`config.mk`:
```
export PLATFORM = sky130hd
export DESIGN_NAME = button_press_timer_blinker_flat
export DESIGN_NICKNAME = d
export VERILOG_FILES = /design/src/bptb_pkg.sv /design/src/bptb_if.sv /design/src/button_press_timer_blinker.sv /design/src/bptb_lane.sv /design/src/bptb_blink.sv /design/src/flat_wrapper.sv
export SDC_FILE = /design/constraint.sdc
export NUM_CORES = 2
export LEC_CHECK = 0
export ABC_CLOCK_PERIOD_IN_PS = 7080
export BUFFER_PORTS_ARGS = -buffer_cell sky130_fd_sc_hd__buf_4
export CORE_ASPECT_RATIO = 1.2
export CORE_MARGIN = 3
export CORE_UTILIZATION = 40
export DETAILED_ROUTE_END_ITERATION = 8
export HOLD_SLACK_MARGIN = 0.12
export MAX_ROUTING_LAYER = met4
export PLACE_DENSITY = 0.67
export SLEW_MARGIN = 20
export SYNTH_ARGS = -nofsm -noshare
export SYNTH_HDL_FRONTEND = slang
export SYNTH_HIERARCHICAL = 1
export SYNTH_SLANG_ARGS = --single-unit
```
`constraint.sdc`:
```
create_clock -name clock -period 7.08 [get_ports clock]
set_clock_uncertainty 0.05 [all_clocks]
set_input_delay 1.062 -clock clock [delete_from_list [all_inputs] [get_ports clock]]
set_output_delay 1.062 -clock clock [all_outputs]
set_load 0.02 [all_outputs]
```
`src/bptb_pkg.sv`:
```
// Package with shared types and constants for the button press timer blinker.
package bptb_pkg;

   localparam int OUT_BUTTONS = 4;
   localparam int CNT_W       = 24;
   localparam int MS_W        = 20;
   localparam int TPM_W       = 16;
   localparam int CSR_IDX_W   = 3;
   localparam int CSR_DATA_W  = 24;
   localparam int LED_W       = 4;

   localparam logic [CNT_W-1:0] CNT_MAX = {CNT_W{1'b1}};
   localparam logic [MS_W-1:0]  MS_MAX  = {MS_W{1'b1}};
   localparam logic [LED_W-1:0] LED_ALL = {LED_W{1'b1}};

   localparam logic [CSR_IDX_W-1:0] REG_DEBOUNCE   = 3'd0;
   localparam logic [CSR_IDX_W-1:0] REG_BLINK_PER  = 3'd1;
   localparam logic [CSR_IDX_W-1:0] REG_TICKS_MS   = 3'd2;
   localparam logic [CSR_IDX_W-1:0] REG_LONG_MS    = 3'd3;
   localparam logic [CSR_IDX_W-1:0] REG_ACTIVE_LOW = 3'd4;

   localparam logic [CNT_W-1:0] RST_DEBOUNCE  = 24'd200000;
   localparam logic [CNT_W-1:0] RST_BLINK_PER = 24'd2500000;
   localparam logic [TPM_W-1:0] RST_TICKS_MS  = 16'd10000;
   localparam logic [MS_W-1:0]  RST_LONG_MS   = 20'd1000;

   typedef struct packed {
      logic [CNT_W-1:0] settle_limit;
      logic [CNT_W-1:0] toggle_period;
      logic [TPM_W-1:0] ms_divisor;
      logic [MS_W-1:0]  long_press_ms;
      logic             buttons_active_low;
   } cfg_type;

   typedef struct packed {
      logic            press;
      logic            release_hit;
      logic            long_hit;
      logic [MS_W-1:0] ms;
   } lane_evt_type;

endpackage

```
`src/bptb_if.sv`:
```
// Request and response channel interfaces.
interface bptb_req_if;
   import bptb_pkg::*;
   logic                       valid;
   logic                       ready;
   logic [OUT_BUTTONS-1:0]     buttons_raw;
   modport source (output valid, output buttons_raw, input ready);
   modport sink (input valid, input buttons_raw, output ready);
endinterface

interface bptb_rsp_if;
   import bptb_pkg::*;
   logic                   valid;
   logic                   ready;
   logic [LED_W-1:0]       led_pattern;
   logic                   blinking;
   logic [OUT_BUTTONS-1:0] release_mask;
   logic [MS_W-1:0]        button0_ms;
   logic [MS_W-1:0]        button1_ms;
   logic [MS_W-1:0]        button2_ms;
   logic [MS_W-1:0]        button3_ms;
   modport source (output valid, output led_pattern, output blinking, output release_mask,
                   output button0_ms, output button1_ms, output button2_ms,
                   output button3_ms, input ready);
   modport sink (input valid, input led_pattern, input blinking, input release_mask,
                 input button0_ms, input button1_ms, input button2_ms,
                 input button3_ms, output ready);
endinterface

```
`src/button_press_timer_blinker.sv`:
```
// Top level of the debounced button press timer with long-press LED blinker.
//
//   port     dir  handshake      contents
//   req_if   in   valid/ready    buttons_raw, one timebase tick per request
//   rsp_if   out  valid/ready    led_pattern, blinking, release_mask, button0..3_ms
//   csr_*    in   csr_we         csr_index, csr_wdata, write only
//
// One request per clock while the response is not stalled; its response is registered and shows in the next cycle.
// All button lanes and the blink merge evaluate a request combinationally, in the cycle it is accepted.
// A new request is taken while the response register is empty or being drained.
// Synchronous active-high reset clears all lane and blinker state and reloads
// the register defaults.
module button_press_timer_blinker
   import bptb_pkg::*;
#(
   parameter int BUTTONS = 4
)
(
   input  logic                  clock,
   input  logic                  reset,
   bptb_req_if.sink              req_if,
   bptb_rsp_if.source            rsp_if,
   input  logic                  csr_we,
   input  logic [CSR_IDX_W-1:0]  csr_index,
   input  logic [CSR_DATA_W-1:0] csr_wdata
);

   localparam int OWNER_W = (BUTTONS > 1) ? $clog2(BUTTONS) : 1;

   cfg_type            cfg_ff;
   logic               advance;
   logic               rsp_valid_ff;
   lane_evt_type       evt [BUTTONS];
   logic [LED_W-1:0]   led_next;
   logic               blink_next;
   logic [OUT_BUTTONS-1:0] mask_in, mask_ff;
   logic [MS_W-1:0]    dur_in [OUT_BUTTONS];
   logic [MS_W-1:0]    dur_ff [OUT_BUTTONS];
   logic [LED_W-1:0]   led_ff;
   logic               blink_ff;

   always_ff @(posedge clock) begin
      if (reset) begin
         cfg_ff.settle_limit       <= RST_DEBOUNCE;
         cfg_ff.toggle_period      <= RST_BLINK_PER;
         cfg_ff.ms_divisor         <= RST_TICKS_MS;
         cfg_ff.long_press_ms      <= RST_LONG_MS;
         cfg_ff.buttons_active_low <= 1'b0;
      end else if (csr_we) begin
         unique case (csr_index)
            REG_DEBOUNCE:   cfg_ff.settle_limit       <= csr_wdata[CNT_W-1:0];
            REG_BLINK_PER:  cfg_ff.toggle_period      <= csr_wdata[CNT_W-1:0];
            REG_TICKS_MS:   cfg_ff.ms_divisor         <= csr_wdata[TPM_W-1:0];
            REG_LONG_MS:    cfg_ff.long_press_ms      <= csr_wdata[MS_W-1:0];
            REG_ACTIVE_LOW: cfg_ff.buttons_active_low <= csr_wdata[0];
            default: ;
         endcase
      end
   end

   assign req_if.ready = !rsp_valid_ff || rsp_if.ready;
   assign advance      = req_if.valid && req_if.ready;

   for (genvar g = 0; g < BUTTONS; g++) begin : g_lane
      logic raw;
      if (g < OUT_BUTTONS) begin : g_pin
         assign raw = req_if.buttons_raw[g] ^ cfg_ff.buttons_active_low;
      end else begin : g_nopin
         assign raw = 1'b0;
      end
      bptb_lane u_lane (
         .clock   (clock),
         .reset   (reset),
         .advance (advance),
         .raw     (raw),
         .cfg     (cfg_ff),
         .evt     (evt[g])
      );
   end

   bptb_blink #(
      .BUTTONS (BUTTONS),
      .OWNER_W (OWNER_W)
   ) u_blink (
      .clock         (clock),
      .reset         (reset),
      .advance       (advance),
      .evt           (evt),
      .toggle_period (cfg_ff.toggle_period),
      .led_next      (led_next),
      .blink_next    (blink_next)
   );

   for (genvar j = 0; j < OUT_BUTTONS; j++) begin : g_out
      if (j < BUTTONS) begin : g_used
         assign mask_in[j] = evt[j].release_hit;
         assign dur_in[j]  = evt[j].release_hit ? evt[j].ms : '0;
      end else begin : g_unused
         assign mask_in[j] = 1'b0;
         assign dur_in[j]  = '0;
      end
   end

   always_ff @(posedge clock) begin
      if (reset) begin
         rsp_valid_ff <= 1'b0;
      end else if (advance) begin
         rsp_valid_ff <= 1'b1;
      end else if (rsp_if.ready) begin
         rsp_valid_ff <= 1'b0;
      end
   end

   always_ff @(posedge clock) begin
      if (advance) begin
         led_ff   <= led_next;
         blink_ff <= blink_next;
         mask_ff  <= mask_in;
         dur_ff   <= dur_in;
      end
   end

   assign rsp_if.valid        = rsp_valid_ff;
   assign rsp_if.led_pattern  = led_ff;
   assign rsp_if.blinking     = blink_ff;
   assign rsp_if.release_mask = mask_ff;
   assign rsp_if.button0_ms   = dur_ff[0];
   assign rsp_if.button1_ms   = dur_ff[1];
   assign rsp_if.button2_ms   = dur_ff[2];
   assign rsp_if.button3_ms   = dur_ff[3];

   a_accept_gives_rsp: assert property (@(posedge clock) disable iff (reset)
      advance |=> rsp_if.valid)
      else $error("accepted request produced no response");

   a_dark_when_idle: assert property (@(posedge clock) disable iff (reset)
      (rsp_if.valid && !rsp_if.blinking) |-> (rsp_if.led_pattern == '0))
      else $error("LEDs lit outside blink mode");

   a_dur_zero_b0: assert property (@(posedge clock) disable iff (reset)
      (rsp_if.valid && !rsp_if.release_mask[0]) |-> (rsp_if.button0_ms == '0))
      else $error("button 0 duration without release");

   a_stall_holds: assert property (@(posedge clock) disable iff (reset)
      (rsp_if.valid && !rsp_if.ready) |=> $stable(led_ff) && $stable(mask_ff))
      else $error("stalled response changed");

endmodule

```
`src/bptb_lane.sv`:
```
// One button lane: debounce filter and press duration counter.
module bptb_lane
   import bptb_pkg::*;
(
   input  logic          clock,
   input  logic          reset,
   input  logic          advance,
   input  logic          raw,
   input  cfg_type       cfg,
   output lane_evt_type  evt
);

   logic              prev_ff, prev_in;
   logic              stable_ff, stable_in;
   logic [CNT_W-1:0]  settle_ff, settle_in;
   logic              meas_ff, meas_in;
   logic [MS_W-1:0]   ms_ff, ms_in;
   logic [TPM_W-1:0]  sub_ff, sub_in;

   logic [TPM_W-1:0]  tpm;
   logic [TPM_W-1:0]  sub_inc;
   logic              ms_step;
   logic [MS_W-1:0]   ms_cur;
   logic [TPM_W-1:0]  sub_cur;
   logic              change;

   always_comb begin
      tpm     = (cfg.ms_divisor == '0) ? TPM_W'(1) : cfg.ms_divisor;
      sub_inc = sub_ff + TPM_W'(1);
      ms_step = meas_ff && (sub_inc >= tpm);
      ms_cur  = (ms_step && ms_ff != MS_MAX) ? ms_ff + MS_W'(1) : ms_ff;
      if (meas_ff) begin
         sub_cur = (sub_inc >= tpm) ? '0 : sub_inc;
      end else begin
         sub_cur = sub_ff;
      end

      prev_in = raw;
      if (raw != prev_ff) begin
         settle_in = '0;
      end else begin
         settle_in = (settle_ff == CNT_MAX) ? settle_ff : settle_ff + CNT_W'(1);
      end

      change    = (settle_in >= cfg.settle_limit) && (raw != stable_ff);
      stable_in = change ? raw : stable_ff;
      meas_in   = meas_ff;
      ms_in     = ms_cur;
      sub_in    = sub_cur;
      if (change && raw) begin
         meas_in = 1'b1;
         ms_in   = '0;
         sub_in  = '0;
      end else if (change && meas_ff) begin
         meas_in = 1'b0;
      end

      evt.press       = change && raw;
      evt.release_hit = change && !raw && meas_ff;
      evt.long_hit    = ms_cur >= cfg.long_press_ms;
      evt.ms          = ms_cur;
   end

   always_ff @(posedge clock) begin
      if (reset) begin
         prev_ff   <= 1'b0;
         stable_ff <= 1'b0;
         settle_ff <= '0;
         meas_ff   <= 1'b0;
         ms_ff     <= '0;
         sub_ff    <= '0;
      end else if (advance) begin
         prev_ff   <= prev_in;
         stable_ff <= stable_in;
         settle_ff <= settle_in;
         meas_ff   <= meas_in;
         ms_ff     <= ms_in;
         sub_ff    <= sub_in;
      end
   end

endmodule

```
`src/bptb_blink.sv`:
```
// Merge stage: combines lane events in button order and runs the LED blinker.
module bptb_blink
   import bptb_pkg::*;
#(
   parameter int BUTTONS = 4,
   parameter int OWNER_W = 2
)
(
   input  logic              clock,
   input  logic              reset,
   input  logic              advance,
   input  lane_evt_type      evt [BUTTONS],
   input  logic [CNT_W-1:0]  toggle_period,
   output logic [LED_W-1:0]  led_next,
   output logic              blink_next
);

   logic               on_ff, on_in;
   logic [OWNER_W-1:0] owner_ff, owner_in;
   logic [CNT_W-1:0]   cnt_ff, cnt_in;
   logic [LED_W-1:0]   led_ff, led_in;

   always_comb begin
      on_in    = on_ff;
      owner_in = owner_ff;
      led_in   = led_ff;
      if (on_ff) begin
         cnt_in = (cnt_ff == CNT_MAX) ? cnt_ff : cnt_ff + CNT_W'(1);
      end else begin
         cnt_in = cnt_ff;
      end
      for (int i = 0; i < BUTTONS; i++) begin
         if (evt[i].press && on_in && OWNER_W'(i) != owner_in) begin
            on_in  = 1'b0;
            led_in = '0;
         end
         if (evt[i].release_hit && evt[i].long_hit) begin
            on_in    = 1'b1;
            led_in   = LED_ALL;
            owner_in = OWNER_W'(i);
            cnt_in   = '0;
         end
      end
      if (on_in && cnt_in >= toggle_period) begin
         cnt_in = '0;
         led_in = ~led_in;
      end
      led_next   = led_in;
      blink_next = on_in;
   end

   always_ff @(posedge clock) begin
      if (reset) begin
         on_ff    <= 1'b0;
         owner_ff <= '0;
         cnt_ff   <= '0;
         led_ff   <= '0;
      end else if (advance) begin
         on_ff    <= on_in;
         owner_ff <= owner_in;
         cnt_ff   <= cnt_in;
         led_ff   <= led_in;
      end
   end

endmodule

```
`src/flat_wrapper.sv`:
```
// flat-port wrapper written by rule: the top's interface ports become plain ports
module button_press_timer_blinker_flat import bptb_pkg::*;
#(
   parameter int BUTTONS = 4
)
  (clock, reset, csr_we, csr_index, csr_wdata, req_if_valid, req_if_buttons_raw, req_if_ready, rsp_if_valid, rsp_if_led_pattern, rsp_if_blinking, rsp_if_release_mask, rsp_if_button0_ms, rsp_if_button1_ms, rsp_if_button2_ms, rsp_if_button3_ms, rsp_if_ready);
  bptb_req_if req_if_i ();
  bptb_rsp_if rsp_if_i ();
  input  logic clock;
  input  logic reset;
  input  logic csr_we;
  input  logic [CSR_IDX_W-1:0] csr_index;
  input  logic [CSR_DATA_W-1:0] csr_wdata;
  input wire logic [$bits(req_if_i.valid)-1:0] req_if_valid;
  input wire logic [$bits(req_if_i.buttons_raw)-1:0] req_if_buttons_raw;
  output wire logic [$bits(req_if_i.ready)-1:0] req_if_ready;
  output wire logic [$bits(rsp_if_i.valid)-1:0] rsp_if_valid;
  output wire logic [$bits(rsp_if_i.led_pattern)-1:0] rsp_if_led_pattern;
  output wire logic [$bits(rsp_if_i.blinking)-1:0] rsp_if_blinking;
  output wire logic [$bits(rsp_if_i.release_mask)-1:0] rsp_if_release_mask;
  output wire logic [$bits(rsp_if_i.button0_ms)-1:0] rsp_if_button0_ms;
  output wire logic [$bits(rsp_if_i.button1_ms)-1:0] rsp_if_button1_ms;
  output wire logic [$bits(rsp_if_i.button2_ms)-1:0] rsp_if_button2_ms;
  output wire logic [$bits(rsp_if_i.button3_ms)-1:0] rsp_if_button3_ms;
  input wire logic [$bits(rsp_if_i.ready)-1:0] rsp_if_ready;
  assign req_if_i.valid = req_if_valid;
  assign req_if_i.buttons_raw = req_if_buttons_raw;
  assign req_if_ready = req_if_i.ready;
  assign rsp_if_valid = rsp_if_i.valid;
  assign rsp_if_led_pattern = rsp_if_i.led_pattern;
  assign rsp_if_blinking = rsp_if_i.blinking;
  assign rsp_if_release_mask = rsp_if_i.release_mask;
  assign rsp_if_button0_ms = rsp_if_i.button0_ms;
  assign rsp_if_button1_ms = rsp_if_i.button1_ms;
  assign rsp_if_button2_ms = rsp_if_i.button2_ms;
  assign rsp_if_button3_ms = rsp_if_i.button3_ms;
  assign rsp_if_i.ready = rsp_if_ready;
  button_press_timer_blinker #(.BUTTONS(BUTTONS)) u_core (.clock(clock), .reset(reset), .req_if(req_if_i), .rsp_if(rsp_if_i), .csr_we(csr_we), .csr_index(csr_index), .csr_wdata(csr_wdata));
endmodule
```
Yosys cells after proc, flatten, opt, wreduce, memory -nomap -nowiden --
Cells that the tools add are included.
Word-level totals: output and inout port bits 91, word-level logic and storage cells 240, bits of input ports 36, register bits 458
Cells by class: multiplexer cells 67, eq/ne operators 24, $add $sub $neg 13, magnitude comparators 13, reduce and logical (&&, ||, !) cells 77, bitwise operators 5
Operators by type and width (count):
- $mux 24 | 15
- $mux 16 | 13
- $mux 20 | 8
- $add 24x1->24 const B | 5
- $eq 24x24->1 const B | 5
- $ge 24x24->1 | 5
- $add 20x1->20 const B | 4
- $ge 20x20->1 | 4
- $ne 20x20->1 const B | 4
- $add 16x1->16 const B | 4
- $ge 16x16->1 | 4
- $logic_and 1x1->1 | 42
- $mux 4 | 9
- $reduce_and 2->1 | 17
- $reduce_bool 2->1 | 10
- $mux 1 | 18
- $logic_not 16->1 | 1
- $mux 2 | 4
- $ne 1x1->1 | 8
- $eq 3x2->1 const B | 2
- $logic_not 1->1 | 5
- $ne 2x2->1 const A | 2
- $not 4->4 | 1
- $xor 1x1->1 | 4
- other kinds (5) | 5

Logic depth before layout (Yosys ltp) --
word-level depth 24, mapped depth 39, mapped depth without buffers 33

Cells and area by module --
Netlist, hierarchy kept.
Modules (own cells, without submodules):
- bptb_lane (u_core.g_lane[0].u_lane ...) | times used 2, cells an instance 742, sequential area each 1261.2 um^2, area each 5571.6 um^2
- button_press_timer_blinker | times used 1, cells an instance 512, sequential area each 4394.2 um^2, area each 6726.5 um^2
- bptb_lane (u_core.g_lane[1].u_lane) | times used 1, cells an instance 751, sequential area each 1261.2 um^2, area each 5735.5 um^2
- bptb_lane (u_core.g_lane[3].u_lane) | times used 1, cells an instance 761, sequential area each 1261.2 um^2, area each 5704.2 um^2
- bptb_blink | times used 1, cells an instance 361, sequential area each 620.6 um^2, area each 2682.6 um^2

Worst setup path after synthesis --
No wires, ideal clock.
path kind register to register, start point register u_core.g_lane[3].u_lane.sub_ff[0], end point register u_core.led_ff[3], in the netlist u_core/rsp_if.led_pattern[3], data pin, data arrival time 7417 ps, library setup time 269 ps, path buffers 5, cell stages (with the launch flop) 38, path slack -656 ps, clock period less this slack 7736 ps, data required time 6761 ps, cells stage by stage dfxtp_1 -> and3_1 -> and3_1 -> and3_1 -> and3_1 -> and3_1 -> xor2_1 -> ha_1 -> nand4_1 -> nor4_1 -> a21oi_1 -> a211o_1 -> buf_2 -> xor2_1 -> ha_1 -> nand2b_1 -> a21o_1 -> a21o_1 -> (+2 left out) -> a2111oi_0 -> o21ai_0 -> nand2_1 -> and2_1 -> clkbuf_1 -> nand2_1 -> clkbuf_1 -> clkbuf_1 -> nor2_1 -> ha_1 -> a21oi_1 -> o21ai_0 -> a2111oi_0 -> o21ai_0 -> a211oi_2 -> nand2b_1 -> buf_2 -> mux2i_1
RTL lines:
- from (decl) | RTL line bptb_lane.sv:18 | logic [TPM_W-1:0] sub_ff, sub_in;
- from (signal assigned) | RTL line bptb_lane.sv:78 | sub_ff <= sub_in;
- to (signal assigned) | RTL line button_press_timer_blinker.sv:116 | led_ff <= led_next;
- to (decl) | RTL line button_press_timer_blinker.sv:39 | logic [LED_W-1:0] led_ff;

==> impl_results.md <==
- Met1 WL: 40.7 mm
- RSZ-0062 raised after global routing: true
- Worst setup margin: -0.167 ns
- Crit share post-route: 102%
- DRC: 0
- Mean routed wirelength per cell: 18.5 µm
- Peak supply drop: 0.201 mV
- Metal2 WL: 45.8 mm
- Top Layer Used: met4
- Asr flop ratio synth: 0%
- Final hold viol count: 0
- Max-slew violations: 0
- Leakage: 16.1 nW
- Avg Inst Size Synth: 8.27 µm²
- Data required, critical path: 7.57 ns
- Reg2reg start: u_core/g_lane[1].u_lane/sub_ff[0]$_SDFFE_PP0P_
- Arrival @ worst endpoint: 7.74 ns
- Post-synth design cell area: 32000 µm²
- Filler instances: 7568
- Transition time of the tightest slew-check pin: 1.11 ns
- Clk_lat worst skew: 0.63 ns
- NumNets Final: 4413
- Initial core utilization: 40.4%
- Gate Count Post-Synth: 3869
- IO Pins: 127
- Vias: 28900
- Gr usage total: 22.7%
- Min Clock Period, post-route: 7.25 ns
- Crit. Startpoint: u_core/g_lane[1].u_lane/sub_ff[0]$_SDFFE_PP0P_
- Power per cell area: 166 nW/µm²
- FP Rows: 113
- Final ANT Viol Nets: 0
- Hold Path Cell Cnt: 2
- Die Width: 264 µm
- Setup Crit Path Kind: flip-flop to flip-flop
- Buffers on Ports: 126
- DIE HEIGHT: 316 µm
- EDFF count, synth: 89
- Power Total: 6.29 mW
- Seq cells post-synth: 458
- Sum Neg Setup Slack: -3.13 ns
- Synth cell types: 104
- Critical Path Slowest Stage Cell: or3_4
- Clock Tree Buf Depth: 3
- CTS Buf Count: 52
- Antenna cell count: 0
- Final setup vio count: 32
- TritonCTS clock tree: done
- Register area share after synthesis: 31.4%
- CP max FO: 7
- First-pass GRT wire length: 149 mm
- Dpl hpwl: 69.6 mm
- Critical Path Source Type: flip-flop
- Upper clock frequency limit: 138 MHz
- Endpoint, Worst Hold: u_core/cfg_ff[43]$_SDFFE_PP0P_
- Crit end category: flip-flop
- Failing checks: setup timing
- Status: complete, but fails checks
- Clk sinks: 458
- Post-place setup slack: -0.262 ns
- Total Wirelength: 95.9 mm
- Largest net degree at the start of global routing: 123
- Yosys warns: 6
- Router iterations before antenna repair: 6
- Main synth FF type: dfxtp_1
- Initial antenna violation count: 0
- H-tree Lvls: 2
- Start point of the worst hold path: u_core/cfg_ff[43]$_SDFFE_PP0P_
- Worst R2R Path Depth: 35
- Area Overhead vs Synth: 18.2%
- Grt total ovfl: 0
- Hold Path Class: flip-flop to flip-flop
- Flop-to-flop setup slack: -0.17 ns
- Drt first-iter violations: 2424
- Synthesized net count: 4182
- Full die area: 83400 µm²
- GPL Wtd Cong: 0.940
- Worst reg2reg endpoint: u_core/u_blink/cnt_ff[20]$_SDFFE_PP0P_
- Max cap viols: 0
- Number of global-route vias before repair: 27400
- Slew Limit Headroom: 25.6%
- Share of cells above drive strength 1: 15.9%
- Core region area: 79200 µm²
- Slowest stage delay, CP: 0.44 ns
- DR WL met3: 4.62 mm
- CTS root buf: clkbuf_16
- Clock-pin slew on the worst setup and hold paths: 0.06 ns
- Via-to-Cell Ratio: 5.58
==> cells in the mapped netlist, drive strengths merged (19+ instances only) <==
master / number / area, µm²
and2: 119 / 749
and3: 90 / 563
nand2b: 129 / 822
ha: 277 / 3470
a32o: 36 / 360
a21oi: 228 / 1150
and4: 38 / 333
a31oi: 25 / 163
xor2: 138 / 1210
nor2b: 25 / 156
edfxtp: 89 / 2670
xnor2: 135 / 1180
nor2: 354 / 1350
or3: 56 / 360
nand4: 103 / 657
o21a: 21 / 158
nand2: 265 / 1000
nand3: 166 / 858
buf: 64 / 410
a22oi: 19 / 143
nor3: 89 / 519
dfxtp: 369 / 7390
nor4: 42 / 312
mux2i: 103 / 1030
o21ai: 203 / 1030
inv: 296 / 1110
a21o: 39 / 293
clkbuf: 135 / 510
==> per-stage QoR <==
step | instance area (µm²) | hold slack (ns) | utilization (%) | cells
after detailed placement | 35300 | 0.412 | 44.6 | 5060
after floorplan | 32200 | 0.383 | - | 3869
final | 37800 | 0.426 | 47.8 | 5178
after global routing | 37800 | 0.446 | 47.8 | 5178
after CTS | 37300 | 0.427 | 47.1 | 5160
after global placement | 35300 | 0.402 | 44.6 | 5060
==> report_power, final <==
group          internal [mW]  switching (mW)  total (mW)
combinational          0.181           0.358       0.540
sequential              2.70          0.0464        2.75
clock                   1.76            1.24        3.00
total                   4.64            1.64        6.29
==> sequential cells by signal, indices dropped and copies added, names as in the netlist <==
register and count:
u_core/cfg_ff 85, u_core/g_lane.u_lane/meas_ff 4, u_core/g_lane.u_lane/ms_ff 80, u_core/g_lane.u_lane/prev_ff 4, u_core/g_lane.u_lane/settle_ff 96, u_core/g_lane.u_lane/stable_ff 4
u_core/g_lane.u_lane/sub_ff 64, u_core/rsp_if.blinking 1, u_core/rsp_if.button0_ms 20, u_core/rsp_if.button1_ms 20, u_core/rsp_if.button2_ms 20, u_core/rsp_if.button3_ms 20
u_core/rsp_if.led_pattern 4, u_core/rsp_if.release_mask 4, u_core/rsp_if.valid 1, u_core/u_blink/cnt_ff 24, u_core/u_blink/led_ff 4, u_core/u_blink/on_ff 1
u_core/u_blink/owner_ff 2
==> area by class of cell <==
cell class	instances	area [µm²]	share of cell area, %
well taps	1035	1290	3.42
flip-flops and latches	458	10100	26.6
multi-input cells	2918	20600	54.4
inverters	296	1110	2.94
clock buffers	62	1400	3.70
repair buffers	374	2870	7.59
clock inverters	35	487	1.29
==> cell families after synthesis <==
family,Yosys count,share of synthesized area (%)
AND/OR/NAND/NOR,1530,25.6
AO/OA/AOI/OAI,725,14.8
buffers and inverters,495,6.35
flip-flops,458,31.4
adder cells (fa/ha/maj),277,10.8
XOR/XNOR,273,7.47
multiplexers,111,3.53
==> worst max path at each step <==
stage               depth (start not counted)                                     end
floorplan                                  36  u_core/rsp_if.led_pattern[3]$_DFFE_PP_
global placement                           34  u_core/rsp_if.led_pattern[1]$_DFFE_PP_
detailed placement                         35  u_core/rsp_if.led_pattern[0]$_DFFE_PP_
CTS                                        35   u_core/u_blink/cnt_ff[5]$_SDFFE_PP0P_
global route                               34  u_core/u_blink/cnt_ff[20]$_SDFFE_PP0P_
finish                                     35  u_core/u_blink/cnt_ff[20]$_SDFFE_PP0P_
==> repair_timing <==
| action | 4_1_cts | 5_1_grt |
|---|---|---|
| setup endpoints to repair | 32 | 33 |
| gates resized for setup | 29 | 81 |
| cloned | 0 | 3 |
| setup buffers | 3 | 15 |
| hold buffers | 0 | 0 |
| endpoints found under the hold margin | 0 | 0 |
| pin swaps | 11 | 50 |
==> layout by cell type (no fill, tap or decap), drive strengths merged, types with 90 or more instances in the layout <==
cell type / Yosys / layout
nand2b: 129 / 130
buf: 64 / 373
xnor2: 135 / 135
xor2: 138 / 138
o21ai: 203 / 203
and2: 119 / 119
dfxtp: 369 / 369
ha: 277 / 277
mux2i: 103 / 103
nand3: 166 / 166
nand2: 265 / 266
inv: 296 / 304
and3: 90 / 90
nor2: 354 / 354
nand4: 103 / 103
a21oi: 228 / 228
==> layer usage <==
| layer | global-route usage [%] | vias to the layer above |
|---|---|---|
| met5 | - | - |
| met4 | 10.6 | 0 |
| met3 | 2.74 | 219 |
| met2 | 37.8 | 773 |
| met1 | 27.4 | 13800 |
| li1 | - | 14100 |
==> critical path: cells and delay by family, from the launching register on <==
| kind | cells | cell delay [ns] |
|---|---|---|
| DFF | 1 | 0.37 |
| AOI/OAI and AO/OA | 16 | 3.25 |
| adders and majority gates | 4 | 0.92 |
| and+or+nand+nor | 10 | 1.85 |
| xor gates and xnor gates | 2 | 0.27 |
| buffers and inverters | 3 | 0.45 |
Power figures use the tool's default switching activity.
